===== src/rtl/ipec_pkg.sv =====
package ipec_pkg;

    localparam int TABLE_SLOTS = 8;
    localparam int V4_RES_COUNT = 17;

    localparam logic [1:0] OP_CLASSIFY_V4 = 2'd0;
    localparam logic [1:0] OP_CLASSIFY_V6 = 2'd1;
    localparam logic [1:0] OP_WRITE_V4 = 2'd2;
    localparam logic [1:0] OP_WRITE_V6 = 2'd3;

    localparam logic [2:0] VERDICT_EXTERNAL = 3'd0;
    localparam logic [2:0] VERDICT_RES_V4 = 3'd1;
    localparam logic [2:0] VERDICT_LOCAL_V4 = 3'd2;
    localparam logic [2:0] VERDICT_LOCAL_V6 = 3'd3;
    localparam logic [2:0] VERDICT_RES_V6 = 3'd4;

    localparam logic [31:0] V4_RES_NET [V4_RES_COUNT] = '{
        32'h00000000, 32'h0a000000, 32'h64400000, 32'h7f000000,
        32'ha9fe0000, 32'hac100000, 32'hc0000000, 32'hc0000200,
        32'hc0586300, 32'hc0a80000, 32'hc6120000, 32'hc6336400,
        32'hcb007100, 32'he0000000, 32'he9fc0000, 32'hf0000000,
        32'hffffffff
    };

    localparam logic [31:0] V4_RES_MASK [V4_RES_COUNT] = '{
        32'hff000000, 32'hff000000, 32'hffc00000, 32'hff000000,
        32'hffff0000, 32'hfff00000, 32'hffffff00, 32'hffffff00,
        32'hffffff00, 32'hffff0000, 32'hfffe0000, 32'hffffff00,
        32'hffffff00, 32'hf0000000, 32'hffff0000, 32'hf0000000,
        32'hffffffff
    };

    localparam logic [31:0] MAP_V4_TOP = 32'h0000ffff;
    localparam logic [31:0] MAP_SIIT_TOP = 32'hffff0000;
    localparam logic [63:0] MAP_NAT64_HI = 64'h0064ff9b00000000;

    localparam logic [63:0] ULA_MASK = 64'hfe00000000000000;
    localparam logic [63:0] ULA_NET = 64'hfc00000000000000;
    localparam logic [63:0] SITE_MASK = 64'hffc0000000000000;
    localparam logic [63:0] SITE_NET = 64'hfec0000000000000;
    localparam logic [63:0] LINK_NET = 64'hfe80000000000000;

    typedef struct packed {
        logic [1:0]  op;
        logic [63:0] addr_hi;
        logic [63:0] addr_lo;
        logic [63:0] mask_hi;
        logic [63:0] mask_lo;
        logic [2:0]  entry_index;
        logic        entry_valid;
    } t_in_item;

    typedef struct packed {
        logic       is_external;
        logic [2:0] verdict;
        logic       was_mapped;
    } t_out_item;

    typedef struct packed {
        logic load;
        logic write;
        logic match;
        logic resolve;
    } t_cmd;

    typedef struct packed {
        logic in_is_write;
    } t_status;

endpackage


===== src/rtl/ipec_ctrl.sv =====
module ipec_ctrl (
    input  logic             i_clk,
    input  logic             i_rst_n,
    input  logic             i_start,
    input  ipec_pkg::t_status i_status,
    output ipec_pkg::t_cmd    o_cmd,
    output logic             o_busy
);

    typedef enum logic [2:0] {
        S_IDLE    = 3'b001,
        S_MATCH   = 3'b010,
        S_RESOLVE = 3'b100
    } t_state;

    t_state r_state;
    t_state n_state;
    logic   w_idle;

    assign w_idle = (r_state == S_IDLE);
    assign o_busy = !w_idle;

    always_comb begin
        o_cmd.load    = i_start && w_idle && !i_status.in_is_write;
        o_cmd.write   = i_start && w_idle && i_status.in_is_write;
        o_cmd.match   = (r_state == S_MATCH);
        o_cmd.resolve = (r_state == S_RESOLVE);
    end

    always_comb begin
        n_state = r_state;
        unique case (r_state)
            S_IDLE: begin
                if (o_cmd.load) begin
                    n_state = S_MATCH;
                end
            end
            S_MATCH:   n_state = S_RESOLVE;
            S_RESOLVE: n_state = S_IDLE;
            default:   n_state = S_IDLE;
        endcase
    end

    always_ff @(posedge i_clk) begin
        if (!i_rst_n) begin
            r_state <= S_IDLE;
        end else begin
            r_state <= n_state;
        end
    end

endmodule


===== src/rtl/ipec_datapath.sv =====
module ipec_datapath #(
    parameter int V4_ENTRIES = 8,
    parameter int V6_ENTRIES = 8
) (
    input  logic                i_clk,
    input  logic                i_rst_n,
    input  ipec_pkg::t_in_item  i_item,
    input  ipec_pkg::t_cmd      i_cmd,
    output ipec_pkg::t_status   o_status,
    output logic                o_done,
    output ipec_pkg::t_out_item o_result
);

    // only slots reachable by entry_index are stored
    localparam int V4_SLOTS = (V4_ENTRIES < ipec_pkg::TABLE_SLOTS) ?
                              V4_ENTRIES : ipec_pkg::TABLE_SLOTS;
    localparam int V6_SLOTS = (V6_ENTRIES < ipec_pkg::TABLE_SLOTS) ?
                              V6_ENTRIES : ipec_pkg::TABLE_SLOTS;

    logic [31:0] r_v4_net  [V4_SLOTS];
    logic [31:0] r_v4_mask [V4_SLOTS];
    logic [V4_SLOTS-1:0] r_v4_on;
    logic [63:0] r_v6_net_hi  [V6_SLOTS];
    logic [63:0] r_v6_net_lo  [V6_SLOTS];
    logic [63:0] r_v6_mask_hi [V6_SLOTS];
    logic [63:0] r_v6_mask_lo [V6_SLOTS];
    logic [V6_SLOTS-1:0] r_v6_on;

    logic        r_is_v6;
    logic [63:0] r_hi;
    logic [63:0] r_lo;

    logic [ipec_pkg::V4_RES_COUNT-1:0] r_v4_res_hit;
    logic [V4_SLOTS-1:0] r_v4_tab_hit;
    logic [V6_SLOTS-1:0] r_v6_tab_hit;
    logic        r_v6_res_hit;
    logic        r_mapped;
    logic        r_v6_path;

    logic                r_done;
    ipec_pkg::t_out_item r_result;

    logic [31:0] w_v4a;
    logic [31:0] w_top;
    logic        w_carries;
    logic        w_v6_res;
    logic [ipec_pkg::V4_RES_COUNT-1:0] w_v4_res_hit;
    logic [V4_SLOTS-1:0] w_v4_tab_hit;
    logic [V6_SLOTS-1:0] w_v6_tab_hit;
    logic [2:0]  w_verdict;

    assign o_status.in_is_write = (i_item.op == ipec_pkg::OP_WRITE_V4) ||
                                  (i_item.op == ipec_pkg::OP_WRITE_V6);

    // table writes
    for (genvar g = 0; g < V4_SLOTS; g++) begin : g_v4
        logic w_sel;
        assign w_sel = i_cmd.write && (i_item.op == ipec_pkg::OP_WRITE_V4) &&
                       (i_item.entry_index == 3'(g));
        always_ff @(posedge i_clk) begin
            if (w_sel) begin
                r_v4_net[g]  <= i_item.addr_lo[31:0];
                r_v4_mask[g] <= i_item.mask_lo[31:0];
            end
        end
        always_ff @(posedge i_clk) begin
            if (!i_rst_n) begin
                r_v4_on[g] <= 1'b0;
            end else if (w_sel) begin
                r_v4_on[g] <= i_item.entry_valid;
            end
        end
        assign w_v4_tab_hit[g] = r_v4_on[g] &&
            ((w_v4a & r_v4_mask[g]) == (r_v4_net[g] & r_v4_mask[g]));
    end

    for (genvar g = 0; g < V6_SLOTS; g++) begin : g_v6
        logic w_sel;
        assign w_sel = i_cmd.write && (i_item.op == ipec_pkg::OP_WRITE_V6) &&
                       (i_item.entry_index == 3'(g));
        always_ff @(posedge i_clk) begin
            if (w_sel) begin
                r_v6_net_hi[g]  <= i_item.addr_hi;
                r_v6_net_lo[g]  <= i_item.addr_lo;
                r_v6_mask_hi[g] <= i_item.mask_hi;
                r_v6_mask_lo[g] <= i_item.mask_lo;
            end
        end
        always_ff @(posedge i_clk) begin
            if (!i_rst_n) begin
                r_v6_on[g] <= 1'b0;
            end else if (w_sel) begin
                r_v6_on[g] <= i_item.entry_valid;
            end
        end
        assign w_v6_tab_hit[g] = r_v6_on[g] &&
            ((r_hi & r_v6_mask_hi[g]) == (r_v6_net_hi[g] & r_v6_mask_hi[g])) &&
            ((r_lo & r_v6_mask_lo[g]) == (r_v6_net_lo[g] & r_v6_mask_lo[g]));
    end

    // fixed ranges
    assign w_v4a = r_lo[31:0];
    assign w_top = r_lo[63:32];

    for (genvar k = 0; k < ipec_pkg::V4_RES_COUNT; k++) begin : g_res
        assign w_v4_res_hit[k] =
            ((w_v4a & ipec_pkg::V4_RES_MASK[k]) == ipec_pkg::V4_RES_NET[k]);
    end

    assign w_carries = ((r_hi == 64'd0) &&
                        ((w_top == ipec_pkg::MAP_V4_TOP) ||
                         (w_top == ipec_pkg::MAP_SIIT_TOP))) ||
                       ((r_hi == ipec_pkg::MAP_NAT64_HI) && (w_top == 32'd0));

    assign w_v6_res = ((r_hi & ipec_pkg::ULA_MASK) == ipec_pkg::ULA_NET) ||
                      ((r_hi & ipec_pkg::SITE_MASK) == ipec_pkg::SITE_NET) ||
                      ((r_hi & ipec_pkg::SITE_MASK) == ipec_pkg::LINK_NET) ||
                      ((r_hi == 64'd0) && (r_lo == 64'd1));

    always_ff @(posedge i_clk) begin
        if (i_cmd.load) begin
            r_is_v6 <= (i_item.op == ipec_pkg::OP_CLASSIFY_V6);
            r_hi    <= i_item.addr_hi;
            r_lo    <= i_item.addr_lo;
        end
        if (i_cmd.match) begin
            r_v4_res_hit <= w_v4_res_hit;
            r_v4_tab_hit <= w_v4_tab_hit;
            r_v6_tab_hit <= w_v6_tab_hit;
            r_v6_res_hit <= w_v6_res;
            r_mapped     <= r_is_v6 && w_carries;
            r_v6_path    <= r_is_v6 && !w_carries;
        end
        if (i_cmd.resolve) begin
            r_result.is_external <= (w_verdict == ipec_pkg::VERDICT_EXTERNAL);
            r_result.verdict     <= w_verdict;
            r_result.was_mapped  <= r_mapped;
        end
    end

    // local table wins over fixed ranges for native v6
    always_comb begin
        priority if (!r_v6_path && (|r_v4_res_hit)) begin
            w_verdict = ipec_pkg::VERDICT_RES_V4;
        end else if (!r_v6_path && (|r_v4_tab_hit)) begin
            w_verdict = ipec_pkg::VERDICT_LOCAL_V4;
        end else if (r_v6_path && (|r_v6_tab_hit)) begin
            w_verdict = ipec_pkg::VERDICT_LOCAL_V6;
        end else if (r_v6_path && r_v6_res_hit) begin
            w_verdict = ipec_pkg::VERDICT_RES_V6;
        end else begin
            w_verdict = ipec_pkg::VERDICT_EXTERNAL;
        end
    end

    always_ff @(posedge i_clk) begin
        if (!i_rst_n) begin
            r_done <= 1'b0;
        end else begin
            r_done <= i_cmd.resolve;
        end
    end

    assign o_done   = r_done;
    assign o_result = r_result;

endmodule


===== src/rtl/ip_address_external_classifier.sv =====
// IPv4 / IPv6 external address classifier.
// Input channel: i_item is taken at a rising edge where i_start is high and
// o_busy is low. op selects classify v4, classify v6, write v4 entry or
// write v6 entry.
// Writes update the local network table at the accepting edge, produce no
// result and leave o_busy low, so a new transaction can follow at once.
// A classify transaction raises o_busy for a match step, with the masked
// compares against fixed ranges and table entries (all in parallel), and a
// resolve step that turns the priority into a verdict.
// The result appears on o_result with o_done high for exactly one cycle,
// after the resolve step, and is taken at the edge that ends that cycle;
// o_busy drops in that same cycle so the next transaction may be
// accepted at the edge that ends the result cycle.
// Classifies do not overlap; writes are taken one per cycle while o_busy is low.
// The receiver cannot stall; each result is taken in its strobe cycle.
// Reset (synchronous, active low) returns the controller to idle, drops
// o_done and disables all table entries; entry contents are kept.
module ip_address_external_classifier #(
    parameter int V4_ENTRIES = 8,
    parameter int V6_ENTRIES = 8
) (
    input  logic                i_clk,
    input  logic                i_rst_n,
    input  logic                i_start,
    input  ipec_pkg::t_in_item  i_item,
    output logic                o_busy,
    output logic                o_done,
    output ipec_pkg::t_out_item o_result
);

    ipec_pkg::t_cmd    w_cmd;
    ipec_pkg::t_status w_status;

    ipec_ctrl u_ctrl (
        .i_clk    (i_clk),
        .i_rst_n  (i_rst_n),
        .i_start  (i_start),
        .i_status (w_status),
        .o_cmd    (w_cmd),
        .o_busy   (o_busy)
    );

    ipec_datapath #(
        .V4_ENTRIES (V4_ENTRIES),
        .V6_ENTRIES (V6_ENTRIES)
    ) u_datapath (
        .i_clk    (i_clk),
        .i_rst_n  (i_rst_n),
        .i_item   (i_item),
        .i_cmd    (w_cmd),
        .o_status (w_status),
        .o_done   (o_done),
        .o_result (o_result)
    );

endmodule


===== config.mk =====
export PLATFORM = sky130hd
export DESIGN_NAME = ip_address_external_classifier
export DESIGN_NICKNAME = d
export VERILOG_FILES = /design/src/rtl/ipec_pkg.sv /design/src/rtl/ipec_ctrl.sv /design/src/rtl/ipec_datapath.sv /design/src/rtl/ip_address_external_classifier.sv
export SDC_FILE = /design/constraint.sdc
export NUM_CORES = 2
export LEC_CHECK = 0
export BUFFER_PORTS_ARGS = -buffer_cell sky130_fd_sc_hd__buf_2
export CORE_UTILIZATION = 50
export CTS_BUF_LIST = sky130_fd_sc_hd__clkbuf_4 sky130_fd_sc_hd__clkbuf_8
export DETAILED_ROUTE_END_ITERATION = 10
export PLACE_DENSITY_LB_ADDON = 0.08
export SETUP_SLACK_MARGIN = 0.15
export SKIP_CTS_REPAIR_TIMING = 1
export SLEW_MARGIN = 15
export SYNTH_ARGS = -nofsm -noshare
export SYNTH_HDL_FRONTEND = slang
export SYNTH_SLANG_ARGS = --single-unit

===== constraint.sdc =====
create_clock -name i_clk -period 26.5 [get_ports i_clk]
set_clock_uncertainty 0.1 [all_clocks]
set_input_delay 7.95 -clock i_clk [delete_from_list [all_inputs] [get_ports i_clk]]
set_output_delay 7.95 -clock i_clk [all_outputs]
set_load 0.02 [all_outputs]

-- Word level (Yosys, flattened, before mapping)
Memories as Yosys holds them, arrays and structs flattened.
Cells that the tools add are included.
- word-level logic and storage cells: 423
- input bits: 265
- memory bits (read-only): 0
- memories kept: 6
- bits in writable memories: 2560
- register bits: 190
- output and inout bits: 7
- latch bits: 0
- memories (name ; depth ; width ; read ports ; clocked after Yosys merged registers in ; wr ports ; RTL line ; RTL):
    u_datapath.r_v6_mask_hi ; 8 ; 64 ; 8 ; 0 ; 1 ; ipec_datapath.sv:25 ; logic [63:0] r_v6_mask_hi [V6_SLOTS];
    u_datapath.r_v6_mask_lo ; 8 ; 64 ; 8 ; 0 ; 1 ; ipec_datapath.sv:26 ; logic [63:0] r_v6_mask_lo [V6_SLOTS];
    u_datapath.r_v6_net_hi ; 8 ; 64 ; 8 ; 0 ; 1 ; ipec_datapath.sv:23 ; logic [63:0] r_v6_net_hi [V6_SLOTS];
    u_datapath.r_v6_net_lo ; 8 ; 64 ; 8 ; 0 ; 1 ; ipec_datapath.sv:24 ; logic [63:0] r_v6_net_lo [V6_SLOTS];
    u_datapath.r_v4_mask ; 8 ; 32 ; 8 ; 0 ; 1 ; ipec_datapath.sv:21 ; logic [31:0] r_v4_mask [V4_SLOTS];
    u_datapath.r_v4_net ; 8 ; 32 ; 8 ; 0 ; 1 ; ipec_datapath.sv:20 ; logic [31:0] r_v4_net [V4_SLOTS];
- magnitude comparators: 0
- reduce and logical (&&, ||, !) cells: 114
- add/subtract/negate cells: 0
- bitwise gates (word level): 48
- eq/ne operators: 61
- $mul: 0
- div/mod/pow operators: 0
- muxes and demuxes: 164
- shift operators: 0
- operators with widths (kind ; count):
    $and 64x64->64 ; 32
    $mux 64 ; 28
    $reduce_or 64->1 ; 28
    $eq 64x64->1 ; 16
    $and 32x32->32 ; 16
    $mux 32 ; 14
    $reduce_or 32->1 ; 14
    $eq 32x32->1 ; 8
    $mux 3 ; 47
    $eq 24x24->1 const B ; 5
    $mux 1 ; 74
    $eq 32x32->1 const B ; 2
    $eq 64x1->1 const B ; 1
    $eq 64x55->1 const B ; 1
    $logic_not 32->1 ; 2
    $logic_not 64->1 ; 1
    $logic_and 1x1->1 ; 54
    $eq 16x16->1 const B ; 3
    $eq 32x16->1 const B ; 1
    $eq 10x10->1 const B ; 2
    $reduce_or 17->1 ; 1
    $reduce_or 8->1 ; 2
    $eq 15x15->1 const B ; 1
    $eq 3x3->1 const B ; 5
    15 further kinds ; 29

-- Depth between registers and ports, before layout
- word-level depth: 15
- depth in mapped cells: 8
- depth with buffers taken out: 6

-- Modules after synthesis
Synthesis repeated with hierarchy kept, for this count alone.
- cell total of the unflattened synthesis: 5215
- area, all modules: 102178.0 um^2
- modules (own cells, without submodules) (module ; area each (um^2) ; times used ; cells an instance):
    ipec_datapath ; 102015.3 ; 1 ; 5198
    ipec_ctrl ; 162.7 ; 1 ; 17

-- Least setup slack after synthesis
No wires, ideal clock.
- path type: in2reg
- from: input i_item[261] (netlist name)
- to: register u_datapath.r_v6_on[4]
- data arrival time: 26.909 ns
- stages on the path: 5
- path buffers: 0
- setup slack: -0.624 ns
- cells stage by stage: and3_1 > nand3_1 > nor3_1 > mux2i_1 > nor2b_1
- word-level cells in the longest chain between the ends: 5
- elaborated cells on any way between the ends: 6
- ends and longest elaborated chain (what ; RTL line ; RTL):
    start, declared ; ip_address_external_classifier.sv:25 ; input ipec_pkg::t_in_item i_item,
    $eq 2x2->1, on equally long branches ; ipec_datapath.sv:52, ipec_datapath.sv:53, ipec_datapath.sv:79 ;
    $logic_or 1x1->1 ; ipec_datapath.sv:52 ; assign o_status.in_is_write = (i_item.op == ipec_pkg::OP_WRITE_V4) ||
    $logic_and 1x1->1 ; ipec_ctrl.sv:25 ; o_cmd.write = i_start && w_idle && i_status.in_is_write;
    $logic_and 1x1->1 (*) (2 in series) ; ipec_datapath.sv:79 ; assign w_sel = i_cmd.write && (i_item.op == ipec_pkg::OP_WRITE_V6) &&
    net u_datapath.g_v6[4].w_sel ; ipec_datapath.sv:78 ; logic w_sel;
    end signal, assigned by index ; ipec_datapath.sv:93 ; r_v6_on[g] <= i_item.entry_valid;
    end, declared ; ipec_datapath.sv:27 ; logic [V6_SLOTS-1:0] r_v6_on;
Mark *: on every way through the listed nets, which the timed path passes. The rest lies on a longest branch.
A chain may end at the register's enable or synchronous reset.

-- Final worst setup path
- from: input i_item[261] (netlist name)
- to: memory u_datapath.r_v6_mask_lo[2][35], in the netlist u_datapath.r_v6_mask_lo[0][163], enable pin
- elaborated cells on any way between the ends: 50
- RTL lines (what ; RTL line ; RTL):
    $eq 2x2->1, on equally long branches ; ipec_datapath.sv:52, ipec_datapath.sv:53, ipec_datapath.sv:79 ;
    $logic_or 1x1->1 ; ipec_datapath.sv:52 ;
    $logic_and 1x1->1 ; ipec_ctrl.sv:25 ;
    $logic_and 1x1->1 (*) (2 in series) ; ipec_datapath.sv:79 ;
    net u_datapath.g_v6[2].w_sel ; ipec_datapath.sv:78 ;
    $mux 1 (*) ; ipec_datapath.sv:82 ; if (w_sel) begin
    $mux 1 (not written as such) (*) ; ipec_datapath.sv:86 ; r_v6_mask_lo[g] <= i_item.mask_lo;
    $reduce_or 64->1 (no source line) ; - ;
    $mux 3 (no source line) / $mux 1 (equally long branches) (6 in series) ; - ;
    end, declared ; ipec_datapath.sv:26 ;
Marked as above.

==> summary.txt <==
Status
  • Status: complete, no violations

Yosys
  • EDFF count, synth: 2730
  • Yosys warning count: 0
  • Netlist cell types: between 40 and 50
  • Largest family of logic cells by synthesized area: XOR/XNOR gates
  • Synth Area in Compound Gates: 5.61%
  • Xor-xnor portion of the synthesized cell area: 10.9%
  • Fraction of registers with async set/reset: 0%
  • Yosys reg bits: 2750
  • Post-synth net total: 5476
  • Synthesized cell area: 0.102 mm²
  • Mapped Cells: 5211
  • Top FF cell, synth: edfxtp_1
  • Syn avg cell area: 19.7 µm²
  • Sequential area share after synthesis: a little over 80%
  • Mux contribution to synthesized area: 0.0391%
  • Post-Synth Adder-Cell Area: 0%
  • Simple-gate share of the synthesized area: 1.93%

Floorplan
  • Die width: 455 µm
  • IO Count: 272
  • Die height: 455 µm
  • Initial core utilization: 50.5%
  • Die Area: about 0.21 mm²
  • # rows: 165
  • Core ar.: 0.203 mm²

Drt
  • Vias/cell: 6.03
  • Drt first pass iters: 6
  • Iteration-0 DRC Markers: between 7000 and 8000
  • DRC errors left: 0
  • WL per Instance: 36.4 µm
  • Via Count: 53500
  • Routed Antenna Nets: 0
  • Final WL: roughly 320 mm

Global route
  • Initial antenna violation count: 89
  • First-pass GRT wire length: 430 mm
  • Grt total ovfl: 0
  • Gr usage total: 31.3%
  • Vias in the first global route: 50800
  • Pin count of the biggest net entering global routing: 157

Setup path
  • WP data required: 27090 ps
  • Setup Crit Path Kind: in2reg
  • Worst Setup Start Kind: input port
  • Worst reg2reg path depth: 7
  • Worst-path fanout max: 69
  • RR Startpoint: u_ctrl.r_state[0]$_SDFFE_PN1P_
  • Reg2reg setup slack: about 22000 ps
  • Worst r2r dst: u_datapath.r_v6_mask_lo[0][163]$_DFFE_PP_
  • Arr. time, crit path: 11850 ps
  • CP Capture Type: flop

Hold path
  • Hold path start: u_datapath.r_mapped$_DFFE_PN_
  • Hold path cells: 0
  • Worst Hold Class: reg2reg
  • Hold Path End: u_datapath.o_result[0]$_DFFE_PP_

Final layout
  • Finished Cell Area: approximately 0.12 mm²
  • Finished Layout Cells: 8881
  • Area Growth Syn to Fin: 12.6%
  • Util after Layout: between 50% and 60%
  • Nets: 6130
  • Share of cells above drive strength 1: around 18%

Place
  • Placed standard-cell area: about 0.11 mm²
  • Setup WS pre-CTS: 14210 ps
  • Input/output buffers: 271
  • Placer Congestion: 0.910
  • Hpwl dp: 211 mm
  • Placed instance count: a little over 8000

Clock tree
  • Max clock buf depth: 4
  • TritonCTS Buffers: approximately 450
  • # clock sinks: 2750
  • CTS H-tree depth: 5
  • Clk Latency, worst-skew pair: 1110 ps
  • Root Driver: clkbuf_8
  • Clock Pin Slew Worst Setup and Hold Paths: 60 ps
  • CTS tree: yes

Pwr
  • Max IR drop VDD: 56.5 µV
  • Power per cell area: approximately 75 mW/mm²
  • Total power: 8.70 mW
  • Leakage: 38.5 nW

STA
  • Max-slew violations: 0
  • Fin Setup TNS: 0 ps
  • Final period util: roughly 42%
  • Min Clock Period, post-route: 11260 ps
  • Unrepaired setup endpoints after global routing: false
  • Setup ws final: roughly 15000 ps
  • Hold WS: between 300 and 400 ps
  • Fin. Hold Viols: 0
  • FMAX: 88.8 MHz
  • Setup-failing EPs final: 0
  • Slew HR: between 10% and 20%
  • Tightest Pin Transition: roughly 1200 ps

Job
  • Max-Cap Viols: 0
## cells by family after synthesis
| family | count (synthesis) |
|---|---|
| simple gates | 332 |
| mux | 4 |
| xor+xnor | 1280 |
| buf+inv | 182 |
| flops | 2750 |
| compound gates | 663 |
## critical path, stage by stage
cell	delay [ps]
buf_2	120
and3_1	240
nand3b_1	390
nor2_4	390
buf_4	760
buf_4	870
buf_4	900
## final cells by class
class	instances	area, µm²
well taps	2672	3340
fillers	15500	87600
clock buffers	626	7580
diodes	33	82.6
clock inverters	140	658
flip-flops and latches	2750	82400
repair buffers	368	2120
multi-input cells	2279	19100
inverters	13	48.8
## worst max-delay path by stage
stage                 from                                   endpoint  slack, ps  cells past startpoint
2_1_floorplan  i_item[261]  u_datapath.r_v6_mask_hi[1][100]$_DFFE_PP_       6500                      3
3_3_place_gp   i_item[261]   u_datapath.r_v6_net_hi[0][135]$_DFFE_PP_      14320                      7
3_5_place_dp   i_item[261]  u_datapath.r_v6_mask_lo[0][163]$_DFFE_PP_      14210                      7
4_1_cts        i_item[261]  u_datapath.r_v6_mask_hi[0][135]$_DFFE_PP_      15360                      7
5_1_grt        i_item[261]  u_datapath.r_v6_mask_lo[0][134]$_DFFE_PP_      15090                      7
6_report       i_item[261]  u_datapath.r_v6_mask_lo[0][163]$_DFFE_PP_      15240                      7
## metal layers
layer,global-route usage [%],part of all wire [%]
met4,12.9,4.2
met1,42.5,40
met3,4.90,7.9
met2,50.5,48
met5,0,0.024
## placed cells by master, fill, tap and decap left out, types with 9 or more instances in the layout
| master | n |
|---|---|
| a21boi_0 | 13 |
| a221oi_1 | 234 |
| a221oi_2 | 24 |
| a222oi_1 | 16 |
| a22o_1 | 250 |
| a22oi_1 | 100 |
| buf_2 | 271 |
| buf_4 | 94 |
| clkbuf_4 | 165 |
| clkbuf_8 | 461 |
| clkinv_1 | 103 |
| clkinv_2 | 30 |
| dfxtp_1 | 20 |
| diode_2 | 33 |
| edfxtp_1 | 2730 |
| inv_1 | 13 |
| nand2_1 | 34 |
| nand3_1 | 28 |
| nand4_1 | 108 |
| nor2_1 | 14 |
| nor2_4 | 13 |
| nor3_1 | 12 |
| nor3_2 | 9 |
| nor4_1 | 47 |
| o21ai_0 | 22 |
| or4_1 | 21 |
| xor2_1 | 1272 |
## registers in the layout, indices dropped and copies added, names as in the netlist
name	count
u_datapath.r_v6_mask_lo	512
u_datapath.r_v4_res_hit	17
u_datapath.r_v6_res_hit	1
u_ctrl.r_state	3
u_datapath.r_v6_on	8
u_datapath.o_result	5
u_datapath.r_v4_mask	256
u_datapath.r_lo	64
u_datapath.r_v6_mask_hi	512
u_datapath.r_hi	64
u_datapath.r_v4_net	256
u_datapath.r_v4_on	8
u_datapath.r_v6_path	1
u_datapath.r_v6_net_hi	512
u_datapath.r_v4_tab_hit	8
u_datapath.o_done	1
u_datapath.r_is_v6	1
u_datapath.r_v6_net_lo	512
u_datapath.r_v6_tab_hit	8
u_datapath.r_mapped	1
## synthesized netlist by cell type, types with 4 or more instances
cell | instances | share of area, %
inv_1 | 13 | 0.048
clkbuf_1 | 28 | 0.10
nand2b_1 | 6 | 0.037
nor3b_1 | 7 | 0.051
dfxtp_1 | 20 | 0.39
buf_2 | 68 | 0.33
o21ai_0 | 22 | 0.11
edfxtp_1 | 2730 | 80
nor3_2 | 8 | 0.078
or4_1 | 21 | 0.15
xor2_1 | 1272 | 11
a21boi_0 | 13 | 0.095
mux2i_1 | 4 | 0.039
nand2_1 | 34 | 0.12
nor4_1 | 48 | 0.29
a221oi_2 | 24 | 0.35
nor2_1 | 27 | 0.099
buf_1 | 21 | 0.077
nor2b_1 | 6 | 0.037
and2_1 | 5 | 0.031
a22oi_1 | 100 | 0.73
nand4_1 | 108 | 0.66
and3_1 | 5 | 0.031
nor3_1 | 15 | 0.073
a221oi_1 | 234 | 2.0
buf_4 | 13 | 0.095
nand3_1 | 28 | 0.14
a22o_1 | 250 | 2.1
a222oi_1 | 16 | 0.16
buf_6 | 38 | 0.42
xnor2_1 | 8 | 0.068
## where the power goes
part	leakage [nW]	switching (mW)	internal [mW]
registers	24.8	0.0510	4.82
logic	9.25	0.267	0.0812
clock network	4.40	1.63	1.85
total	38.5	1.94	6.76
Power figures use the tool's default switching activity.
